$ cat config.mk
export PLATFORM = sky130hd
export DESIGN_NAME = infix_to_postfix_converter_core
export DESIGN_NICKNAME = d
export VERILOG_FILES = /design/src/rtl/icp_pkg.sv /design/src/rtl/icp_front.sv /design/src/rtl/icp_back.sv /design/src/rtl/infix_to_postfix_converter_core.sv
export SDC_FILE = /design/constraint.sdc
export NUM_CORES = 1
export LEC_CHECK = 0
export BUFFER_PORTS_ARGS = -buffer_cell sky130_fd_sc_hd__buf_2
export CAP_MARGIN = 20
export CORE_MARGIN = 8
export CORE_UTILIZATION = 38
export CTS_CLUSTER_DIAMETER = 80
export DETAILED_ROUTE_END_ITERATION = 10
export SYNTH_ARGS = -nofsm -noshare
export SYNTH_HDL_FRONTEND = slang
export SYNTH_SLANG_ARGS = --single-unit
$ cat constraint.sdc
create_clock -name clk -period 4.4 [get_ports clk]
set_input_delay 0.44 -clock clk [delete_from_list [all_inputs] [get_ports clk]]
set_output_delay 0.44 -clock clk [all_outputs]
set_load 0.01 [all_outputs]
$ cat src/rtl/icp_pkg.sv
`timescale 1ns / 1ps
`default_nettype none
// ----------------------------------------------------------------------------
// icp_pkg
// Shared types, codes and helpers for the infix-to-postfix converter.
// ----------------------------------------------------------------------------
package icp_pkg;

    localparam int STACK_DEPTH = 32;
    localparam int STACK_IDX_W = $clog2(STACK_DEPTH);
    localparam int CNT_W       = $clog2(STACK_DEPTH + 1);

    localparam logic [7:0] CH_OPEN  = 8'h28;
    localparam logic [7:0] CH_CLOSE = 8'h29;
    localparam logic [7:0] CH_MUL   = 8'h2A;
    localparam logic [7:0] CH_ADD   = 8'h2B;
    localparam logic [7:0] CH_SUB   = 8'h2D;
    localparam logic [7:0] CH_DIV   = 8'h2F;
    localparam logic [7:0] CH_MOD   = 8'h25;
    localparam logic [7:0] CH_NUL   = 8'h00;

    typedef enum logic [2:0] {
        CODE_NONE = 3'd0,
        CODE_OPEN = 3'd1,
        CODE_ADD  = 3'd2,
        CODE_SUB  = 3'd3,
        CODE_MUL  = 3'd4,
        CODE_DIV  = 3'd5,
        CODE_MOD  = 3'd6
    } op_code_t;

    typedef enum logic [2:0] {
        KIND_NONE,
        KIND_ALNUM,
        KIND_OPEN,
        KIND_CLOSE,
        KIND_OP
    } kind_t;

    typedef enum logic [1:0] {
        B_FETCH,
        B_BODY,
        B_FLUSH
    } back_state_t;

    typedef struct packed {
        logic [7:0] symbol;
        logic       expression_last;
    } in_beat_t;

    typedef struct packed {
        logic [7:0] out_char;
        logic       run_last;
        logic       expression_end;
    } out_beat_t;

    typedef struct packed {
        kind_t      kind;
        op_code_t   code;
        logic [7:0] ch;
        logic       last;
    } cmd_t;

    function automatic logic [7:0] code_char(input op_code_t code);
        logic [7:0] c;
        case (code)
            CODE_OPEN: c = CH_OPEN;
            CODE_ADD:  c = CH_ADD;
            CODE_SUB:  c = CH_SUB;
            CODE_MUL:  c = CH_MUL;
            CODE_DIV:  c = CH_DIV;
            CODE_MOD:  c = CH_MOD;
            default:   c = CH_NUL;
        endcase
        return c;
    endfunction

    function automatic logic [1:0] code_prec(input op_code_t code);
        logic [1:0] p;
        case (code)
            CODE_ADD, CODE_SUB:           p = 2'd1;
            CODE_MUL, CODE_DIV, CODE_MOD: p = 2'd2;
            default:                      p = 2'd0;
        endcase
        return p;
    endfunction

endpackage
`default_nettype wire

$ cat src/rtl/icp_front.sv
`timescale 1ns / 1ps
`default_nettype none
// ----------------------------------------------------------------------------
// icp_front
// Accepts input beats, classifies each character, and queues commands.
// ----------------------------------------------------------------------------
module icp_front
(
    input  wire                  clk,
    input  wire                  rst_n,
    input  wire                  push,
    output logic                 full,
    input  icp_pkg::in_beat_t    item,
    output logic                 cmd_valid,
    input  wire                  cmd_ready,
    output icp_pkg::cmd_t        cmd
);

    icp_pkg::cmd_t q_reg [2];
    logic          wr_ptr_reg;
    logic          wr_ptr_next;
    logic          rd_ptr_reg;
    logic          rd_ptr_next;
    logic [1:0]    cnt_reg;
    logic [1:0]    cnt_next;
    logic          accept;
    logic          take;
    icp_pkg::cmd_t cls;

    always_comb
    begin
        cls.ch   = item.symbol;
        cls.last = item.expression_last;
        cls.code = icp_pkg::CODE_NONE;
        cls.kind = icp_pkg::KIND_NONE;
        if (item.symbol inside {[8'h30:8'h39], [8'h41:8'h5A], [8'h61:8'h7A]})
        begin
            cls.kind = icp_pkg::KIND_ALNUM;
        end
        else
        begin
            case (item.symbol)
                icp_pkg::CH_OPEN:
                begin
                    cls.kind = icp_pkg::KIND_OPEN;
                    cls.code = icp_pkg::CODE_OPEN;
                end
                icp_pkg::CH_CLOSE: cls.kind = icp_pkg::KIND_CLOSE;
                icp_pkg::CH_ADD:
                begin
                    cls.kind = icp_pkg::KIND_OP;
                    cls.code = icp_pkg::CODE_ADD;
                end
                icp_pkg::CH_SUB:
                begin
                    cls.kind = icp_pkg::KIND_OP;
                    cls.code = icp_pkg::CODE_SUB;
                end
                icp_pkg::CH_MUL:
                begin
                    cls.kind = icp_pkg::KIND_OP;
                    cls.code = icp_pkg::CODE_MUL;
                end
                icp_pkg::CH_DIV:
                begin
                    cls.kind = icp_pkg::KIND_OP;
                    cls.code = icp_pkg::CODE_DIV;
                end
                icp_pkg::CH_MOD:
                begin
                    cls.kind = icp_pkg::KIND_OP;
                    cls.code = icp_pkg::CODE_MOD;
                end
                default: cls.kind = icp_pkg::KIND_NONE;
            endcase
        end
    end

    assign full      = (cnt_reg == 2'd2);
    assign cmd_valid = (cnt_reg != 2'd0);
    assign cmd       = q_reg[rd_ptr_reg];
    assign accept    = push && !full;
    assign take      = cmd_valid && cmd_ready;

    always_comb
    begin
        wr_ptr_next = accept ? !wr_ptr_reg : wr_ptr_reg;
        rd_ptr_next = take ? !rd_ptr_reg : rd_ptr_reg;
        cnt_next    = cnt_reg + 2'(accept) - 2'(take);
    end

    always_ff @(posedge clk or negedge rst_n)
    begin
        if (!rst_n)
        begin
            wr_ptr_reg <= 1'b0;
            rd_ptr_reg <= 1'b0;
            cnt_reg    <= 2'd0;
        end
        else
        begin
            wr_ptr_reg <= wr_ptr_next;
            rd_ptr_reg <= rd_ptr_next;
            cnt_reg    <= cnt_next;
        end
    end

    always_ff @(posedge clk)
    begin
        if (accept)
        begin
            q_reg[wr_ptr_reg] <= cls;
        end
    end

`ifndef SYNTHESIS
    a_cnt_range: assert property (@(posedge clk) disable iff (!rst_n)
        cnt_reg != 2'd3)
        else $error("command queue count out of range");
`endif

endmodule
`default_nettype wire

$ cat src/rtl/icp_back.sv
`timescale 1ns / 1ps
`default_nettype none
// ----------------------------------------------------------------------------
// icp_back
// Operator stack engine: runs commands, emits postfix beats into a result queue.
// ----------------------------------------------------------------------------
module icp_back
(
    input  wire                  clk,
    input  wire                  rst_n,
    input  wire                  cmd_valid,
    output logic                 cmd_ready,
    input  icp_pkg::cmd_t        cmd,
    output logic                 empty,
    input  wire                  pop,
    output icp_pkg::out_beat_t   result
);

    localparam int IW = icp_pkg::STACK_IDX_W;
    localparam int CW = icp_pkg::CNT_W;

    icp_pkg::op_code_t    stack_mem [icp_pkg::STACK_DEPTH];
    icp_pkg::back_state_t state_reg;
    icp_pkg::back_state_t state_next;
    icp_pkg::cmd_t        cmd_reg;
    icp_pkg::cmd_t        cmd_next;
    logic [CW-1:0]        cnt_reg;
    logic [CW-1:0]        cnt_next;
    icp_pkg::op_code_t    top_reg;
    icp_pkg::op_code_t    top_next;

    logic                 mem_we;
    logic [CW-1:0]        wr_diff;
    logic [CW-1:0]        below_diff;
    icp_pkg::op_code_t    below;
    logic                 has_top;
    logic                 has_below;
    logic                 can_emit;
    logic                 emit;
    icp_pkg::out_beat_t   emit_beat;
    logic                 cont;
    logic                 pop_top;
    logic                 push_code;
    icp_pkg::op_code_t    push_val;

    icp_pkg::out_beat_t   oq_reg [2];
    logic                 oq_wr_reg;
    logic                 oq_rd_reg;
    logic [1:0]           oq_cnt_reg;
    logic                 oq_take;

    assign has_top    = (cnt_reg != '0);
    assign has_below  = (cnt_reg >= CW'(2));
    assign wr_diff    = cnt_reg - CW'(1);
    assign below_diff = cnt_reg - CW'(2);
    assign below      = stack_mem[below_diff[IW-1:0]];
    assign can_emit   = (oq_cnt_reg != 2'd2);

    always_comb
    begin
        state_next = state_reg;
        cmd_next   = cmd_reg;
        cmd_ready  = 1'b0;
        emit       = 1'b0;
        emit_beat  = '0;
        pop_top    = 1'b0;
        push_code  = 1'b0;
        push_val   = cmd_reg.code;
        cont       = 1'b0;
        case (state_reg)
            icp_pkg::B_FETCH:
            begin
                cmd_ready = 1'b1;
                if (cmd_valid)
                begin
                    cmd_next   = cmd;
                    state_next = icp_pkg::B_BODY;
                end
            end
            icp_pkg::B_BODY:
            begin
                case (cmd_reg.kind)
                    icp_pkg::KIND_ALNUM:
                    begin
                        if (can_emit)
                        begin
                            emit               = 1'b1;
                            emit_beat.out_char = cmd_reg.ch;
                            emit_beat.run_last = !cmd_reg.last;
                            state_next = cmd_reg.last ? icp_pkg::B_FLUSH : icp_pkg::B_FETCH;
                        end
                    end
                    icp_pkg::KIND_OPEN:
                    begin
                        push_code  = 1'b1;
                        state_next = cmd_reg.last ? icp_pkg::B_FLUSH : icp_pkg::B_FETCH;
                    end
                    icp_pkg::KIND_CLOSE:
                    begin
                        cont = has_below && (below != icp_pkg::CODE_OPEN);
                        if (has_top && (top_reg != icp_pkg::CODE_OPEN))
                        begin
                            if (can_emit)
                            begin
                                emit               = 1'b1;
                                emit_beat.out_char = icp_pkg::code_char(top_reg);
                                emit_beat.run_last = !cmd_reg.last && !cont;
                                pop_top            = 1'b1;
                            end
                        end
                        else
                        begin
                            pop_top    = has_top;
                            state_next = cmd_reg.last ? icp_pkg::B_FLUSH : icp_pkg::B_FETCH;
                        end
                    end
                    icp_pkg::KIND_OP:
                    begin
                        cont = has_below &&
                            (icp_pkg::code_prec(below) >= icp_pkg::code_prec(cmd_reg.code));
                        if (has_top &&
                            (icp_pkg::code_prec(top_reg) >= icp_pkg::code_prec(cmd_reg.code)))
                        begin
                            if (can_emit)
                            begin
                                emit               = 1'b1;
                                emit_beat.out_char = icp_pkg::code_char(top_reg);
                                emit_beat.run_last = !cmd_reg.last && !cont;
                                pop_top            = 1'b1;
                            end
                        end
                        else
                        begin
                            push_code  = 1'b1;
                            state_next = cmd_reg.last ? icp_pkg::B_FLUSH : icp_pkg::B_FETCH;
                        end
                    end
                    default:
                    begin
                        state_next = cmd_reg.last ? icp_pkg::B_FLUSH : icp_pkg::B_FETCH;
                    end
                endcase
            end
            icp_pkg::B_FLUSH:
            begin
                if (can_emit)
                begin
                    emit = 1'b1;
                    if (has_top)
                    begin
                        emit_beat.out_char = icp_pkg::code_char(top_reg);
                        pop_top            = 1'b1;
                    end
                    else
                    begin
                        emit_beat.out_char       = icp_pkg::CH_NUL;
                        emit_beat.run_last       = 1'b1;
                        emit_beat.expression_end = 1'b1;
                        state_next               = icp_pkg::B_FETCH;
                    end
                end
            end
            default: state_next = icp_pkg::B_FETCH;
        endcase
    end

    // stack top lives in top_reg; entries below it live in stack_mem
    always_comb
    begin
        cnt_next = cnt_reg;
        top_next = top_reg;
        mem_we   = 1'b0;
        if (pop_top)
        begin
            cnt_next = cnt_reg - CW'(1);
            if (has_below)
            begin
                top_next = below;
            end
        end
        else if (push_code && (cnt_reg < CW'(icp_pkg::STACK_DEPTH)))
        begin
            mem_we   = has_top;
            top_next = push_val;
            cnt_next = cnt_reg + CW'(1);
        end
    end

    always_ff @(posedge clk or negedge rst_n)
    begin
        if (!rst_n)
        begin
            state_reg <= icp_pkg::B_FETCH;
            cnt_reg   <= '0;
        end
        else
        begin
            state_reg <= state_next;
            cnt_reg   <= cnt_next;
        end
    end

    always_ff @(posedge clk)
    begin
        cmd_reg <= cmd_next;
        top_reg <= top_next;
        if (mem_we)
        begin
            stack_mem[wr_diff[IW-1:0]] <= top_reg;
        end
    end

    assign empty   = (oq_cnt_reg == 2'd0);
    assign result  = oq_reg[oq_rd_reg];
    assign oq_take = pop && !empty;

    always_ff @(posedge clk or negedge rst_n)
    begin
        if (!rst_n)
        begin
            oq_wr_reg  <= 1'b0;
            oq_rd_reg  <= 1'b0;
            oq_cnt_reg <= 2'd0;
        end
        else
        begin
            if (emit)
            begin
                oq_wr_reg <= !oq_wr_reg;
            end
            if (oq_take)
            begin
                oq_rd_reg <= !oq_rd_reg;
            end
            oq_cnt_reg <= oq_cnt_reg + 2'(emit) - 2'(oq_take);
        end
    end

    always_ff @(posedge clk)
    begin
        if (emit)
        begin
            oq_reg[oq_wr_reg] <= emit_beat;
        end
    end

`ifndef SYNTHESIS
    a_cnt_bound: assert property (@(posedge clk) disable iff (!rst_n)
        cnt_reg <= CW'(icp_pkg::STACK_DEPTH))
        else $error("operator stack count beyond depth");

    a_no_overrun: assert property (@(posedge clk) disable iff (!rst_n)
        emit |-> (oq_cnt_reg != 2'd2))
        else $error("result queue written while full");

    a_term_last: assert property (@(posedge clk) disable iff (!rst_n)
        (emit && emit_beat.expression_end) |-> (emit_beat.run_last && !has_top))
        else $error("terminator without empty stack or run_last");

    a_term_fetch: assert property (@(posedge clk) disable iff (!rst_n)
        (emit && emit_beat.expression_end) |=> (state_reg == icp_pkg::B_FETCH))
        else $error("terminator did not end the item");
`endif

endmodule
`default_nettype wire

$ cat src/rtl/infix_to_postfix_converter_core.sv
`timescale 1ns / 1ps
`default_nettype none
// ----------------------------------------------------------------------------
// infix_to_postfix_converter_core
// Shunting-yard infix to postfix conversion, one character per input beat.
//
// Channel   Handshake        Payload
// input     push / full      item   : symbol[7:0], expression_last
// result    empty / pop      result : out_char[7:0], run_last, expression_end
//
// Each beat is fetched, then handled one result or stack pop at a time:
// a letter or digit is emitted, an operator first pops operators of equal or
// higher precedence, ')' pops operators and then drops the matching '('.
// A last beat then emits every stacked entry, then a terminator.
// Reset empties the stack and both queues; no clearing pass is needed.
// full rises with two commands queued; the engine stalls while both result
// slots are held.
// ----------------------------------------------------------------------------
module infix_to_postfix_converter_core
(
    input  wire                  clk,
    input  wire                  rst_n,
    input  wire                  push,
    output logic                 full,
    input  icp_pkg::in_beat_t    item,
    output logic                 empty,
    input  wire                  pop,
    output icp_pkg::out_beat_t   result
);

    logic          cmd_valid;
    logic          cmd_ready;
    icp_pkg::cmd_t cmd;

    icp_front u_front
    (
        .clk       (clk),
        .rst_n     (rst_n),
        .push      (push),
        .full      (full),
        .item      (item),
        .cmd_valid (cmd_valid),
        .cmd_ready (cmd_ready),
        .cmd       (cmd)
    );

    icp_back u_back
    (
        .clk       (clk),
        .rst_n     (rst_n),
        .cmd_valid (cmd_valid),
        .cmd_ready (cmd_ready),
        .cmd       (cmd),
        .empty     (empty),
        .pop       (pop),
        .result    (result)
    );

endmodule
`default_nettype wire
==> run_results.csv <==
group,metric,value,unit
timing,tightestPinTransition,1080,ps
final_layout,postLayoutCellArea,9110,um2
floorplan,core,21000,um2
setup_path,start_kind,"flip-flop",
final_layout,nets,611,
timing,fin_skew,7.55,ps
setup_path,crit_fanout,11,
route,vias_per_cell,5.16,
clock_tree,clkTransAtPathRegs,60,ps
floorplan,die_h,162,um
final_layout,antenna_cells,0,
final_layout,drive_gt1_frac,0.216,
route,drtIter0Drc,437,
logic_synthesis,ys_top_cells_by_count,"164 x edfxtp_1, 51 x nor2_1, 41 x nand2_1, 26 x mux2_2, 24 x mux4_2",
clock_tree,clk_latency,420,ps
status,status,"complete, no violations",
power_and_ir_drop,ir_worst_vdd,0.228,mV
floorplan,placementRows,53,
setup_path,worstReg2RegEnd,"u_back.oq_reg[0][1]",
setup_path,startpoint,"u_back.cnt_reg[2]",
grt,grt_util_all_layers,0.124,
hold_path,holdPathEnd,"u_front.q_reg[1][0]",
setup_path,reg2reg_from,"u_back.cnt_reg[2]",
timing,fmax,252,MHz
clock_tree,cts_max_path_buffers,2,
logic_synthesis,avgSynthCellArea,14.9,um2
timing,drv_slew,0,
logic_synthesis,syn_area,8090,um2
logic_synthesis,synth.most_common_cell,"edfxtp_1",
grt,antenna_found_initial,0,
route,first_pass_iters,5,
logic_synthesis,ys_types,59,
clock_tree,htreeDepth,4,
hold_path,hold_class,"in -> reg",
route,wl_per_cell,18.0,um
timing,hold_viol,0,
place,place.gp.congestion,0.851,
job,maxCapViolCount,0,
grt,overflow,0,
logic_synthesis,synth_largest_area_cell,"edfxtp_1",
logic_synthesis,synth-edff-count,164,
place,io_buffers,24,
setup_path,worst-endpoint-arrival,4110,ps
floorplan,initial_core_util,0.386,
hold_path,worst_hold_startpoint,"item[0]",
grt,grt_pass1_wl,25100,um
setup_path,endpoint_kind,"flip-flop",
final_layout,syn_to_final_growth,12.6,%
floorplan,die_area,26200,um2
clock_tree,cts_root_buf,"clkbuf_16",
setup_path,worstPathRequired,4550,ps
logic_synthesis,netlist_instances,542,
timing,slew_headroom,0.278,
hold_path,min_path_cells,1,
timing,setup_viol,0,
setup_path,path_class,"reg -> reg",
timing,min_period,3970,ps
place,placed_area,8540,um2
logic_synthesis,synth.area.top_cells,"edfxtp_1 61%, mux4_2 6.7%, dfrtp_1 4.9%",
setup_path,reg2regPathDepth,15,
grt,grt_max_degree,41,
route,ant_nets,0,
logic_synthesis,yosysTopAreaCellShare,0.609,
setup_path,reg2reg_slack,430,ps
timing,fin_crit_sh,0.902,
logic_synthesis,ys_warn_count,0,
place,dp.cells,832,
power_and_ir_drop,powerDensity,672,nW/um2
floorplan,io_pins,25,
timing,rsz0062_at_grt,"no",
logic_synthesis,ys_seq_area_frac,0.658,
logic_synthesis,syn_nets,576,
route,wl,15500,um
final_layout,layout.cells.non_filler,863,
place,dpl.hpwl,10600,um
logic_synthesis,async_reset_ff_frac,0.0889,
clock_tree,clock-sinks,180,
final_layout,utilization,0.435,
logic_synthesis,ys_seq_elements,180,
logic_synthesis,ys.flop_type,"edfxtp_1",
clock_tree,cts_setup_buffers,0,
grt,grt_pass1_vias,4526,
final_layout,largest_register_ffs,96,
route,drc,0,
floorplan,die_x,162,um
clock_tree,cts_buffers,17,
clock_tree,cts_tree,"done",
route,dr_total_vias,4449,
power_and_ir_drop,p_leak,0.00310,uW
timing,finalSetupTns,0,ps
-- cell type report --
cell class	instances	area (um2)
fillers	1888	11800
well taps	275	344
inverters	15	56.3
clock buffers	19	433
multi-input cells	323	2580
clock inverters	11	130
repair buffers	40	243
flip-flops and latches	180	5330
-- power by group --
group / switching, uW / internal, uW / leakage, uW
clock network: 610 / 833 / 0.000262
registers: 233 / 2230 / 0.00170
logic: 1260 / 959 / 0.00114
-- metrics by stage --
stage	total power, uW	worst slack, ps	hold WS (ps)
5_1_grt	6500	205	189
4_1_cts	6180	465	186
2_1_floorplan	4110	894	144
6_report	6120	432	210
3_3_place_gp	4660	624	401
3_5_place_dp	4710	513	409
-- cell usage in the layout (no fill, tap or decap), types with 3 or more instances in the layout --
| cell type | count |
|---|---|
| a32oi_1 | 5 |
| edfxtp_1 | 164 |
| dfrtp_1 | 15 |
| clkinvlp_4 | 4 |
| nand2b_1 | 11 |
| a31oi_1 | 3 |
| and3_1 | 3 |
| o21ai_0 | 10 |
| and2_1 | 10 |
| ha_1 | 21 |
| a22oi_1 | 4 |
| nand2_1 | 41 |
| clkbuf_16 | 17 |
| a21oi_1 | 17 |
| inv_1 | 14 |
| a211oi_1 | 3 |
| mux4_2 | 24 |
| xor2_1 | 3 |
| nor2b_1 | 13 |
| nor3_1 | 9 |
| nand3_1 | 6 |
| buf_4 | 15 |
| mux2_2 | 26 |
| buf_2 | 24 |
| nor2_1 | 51 |
| xnor2_1 | 16 |
| mux2i_1 | 6 |
| nand2_2 | 4 |
-- critical path, cell delays in order, from the launching register on --
cell and delay (ps):
dfrtp_1 480, inv_1 140, ha_1 640, buf_4 230, mux4_2 310, a211oi_1 380
a31oi_1 110, a21oi_1 320, nand2_1 90, ha_1 290, nand2b_1 100, a21oi_1 60
o21ai_0 130, o21ai_0 100, a32oi_1 170, o31ai_1 120
-- routing by layer --
layer  global-route usage  vias up  part of all wire
li1                     -     2116                 -
met1                0.167     2217              0.47
met2                0.193       98              0.48
met3               0.0248       18             0.035
met4               0.0467        0             0.014
met5                    0        -                 0
-- how the worst max path moves through the flow --
stage	end	slack, ps	depth (start not counted)
after floorplan	u_back.oq_reg[0][1]	890	17
after global placement	u_back.oq_reg[0][1]	620	15
after detailed placement	u_back.oq_reg[1][1]	510	15
after CTS	u_back.oq_reg[0][1]	470	15
after global routing	u_back.oq_reg[1][1]	200	15
final	u_back.oq_reg[0][1]	430	15
-- logic make-up (layout without fill, tap and decap cells) --
group           Yosys count  after routing  synth area share
compound gates           63             63            0.0523
fa+ha+maj                21             21            0.0325
xor+xnor                 20             20            0.0240
buf+inv                  39             85            0.0232
flops                   180            180             0.658
mux                      56             56             0.110
simple gates            163            163            0.0993
-- what timing repair did --
action | 4_1_cts | 5_1_grt
resized for setup | 0 | 0
endpoints found under the hold margin | 16 | 0
hold buffers | 1 | 0
(Power assumes the default switching activity.)
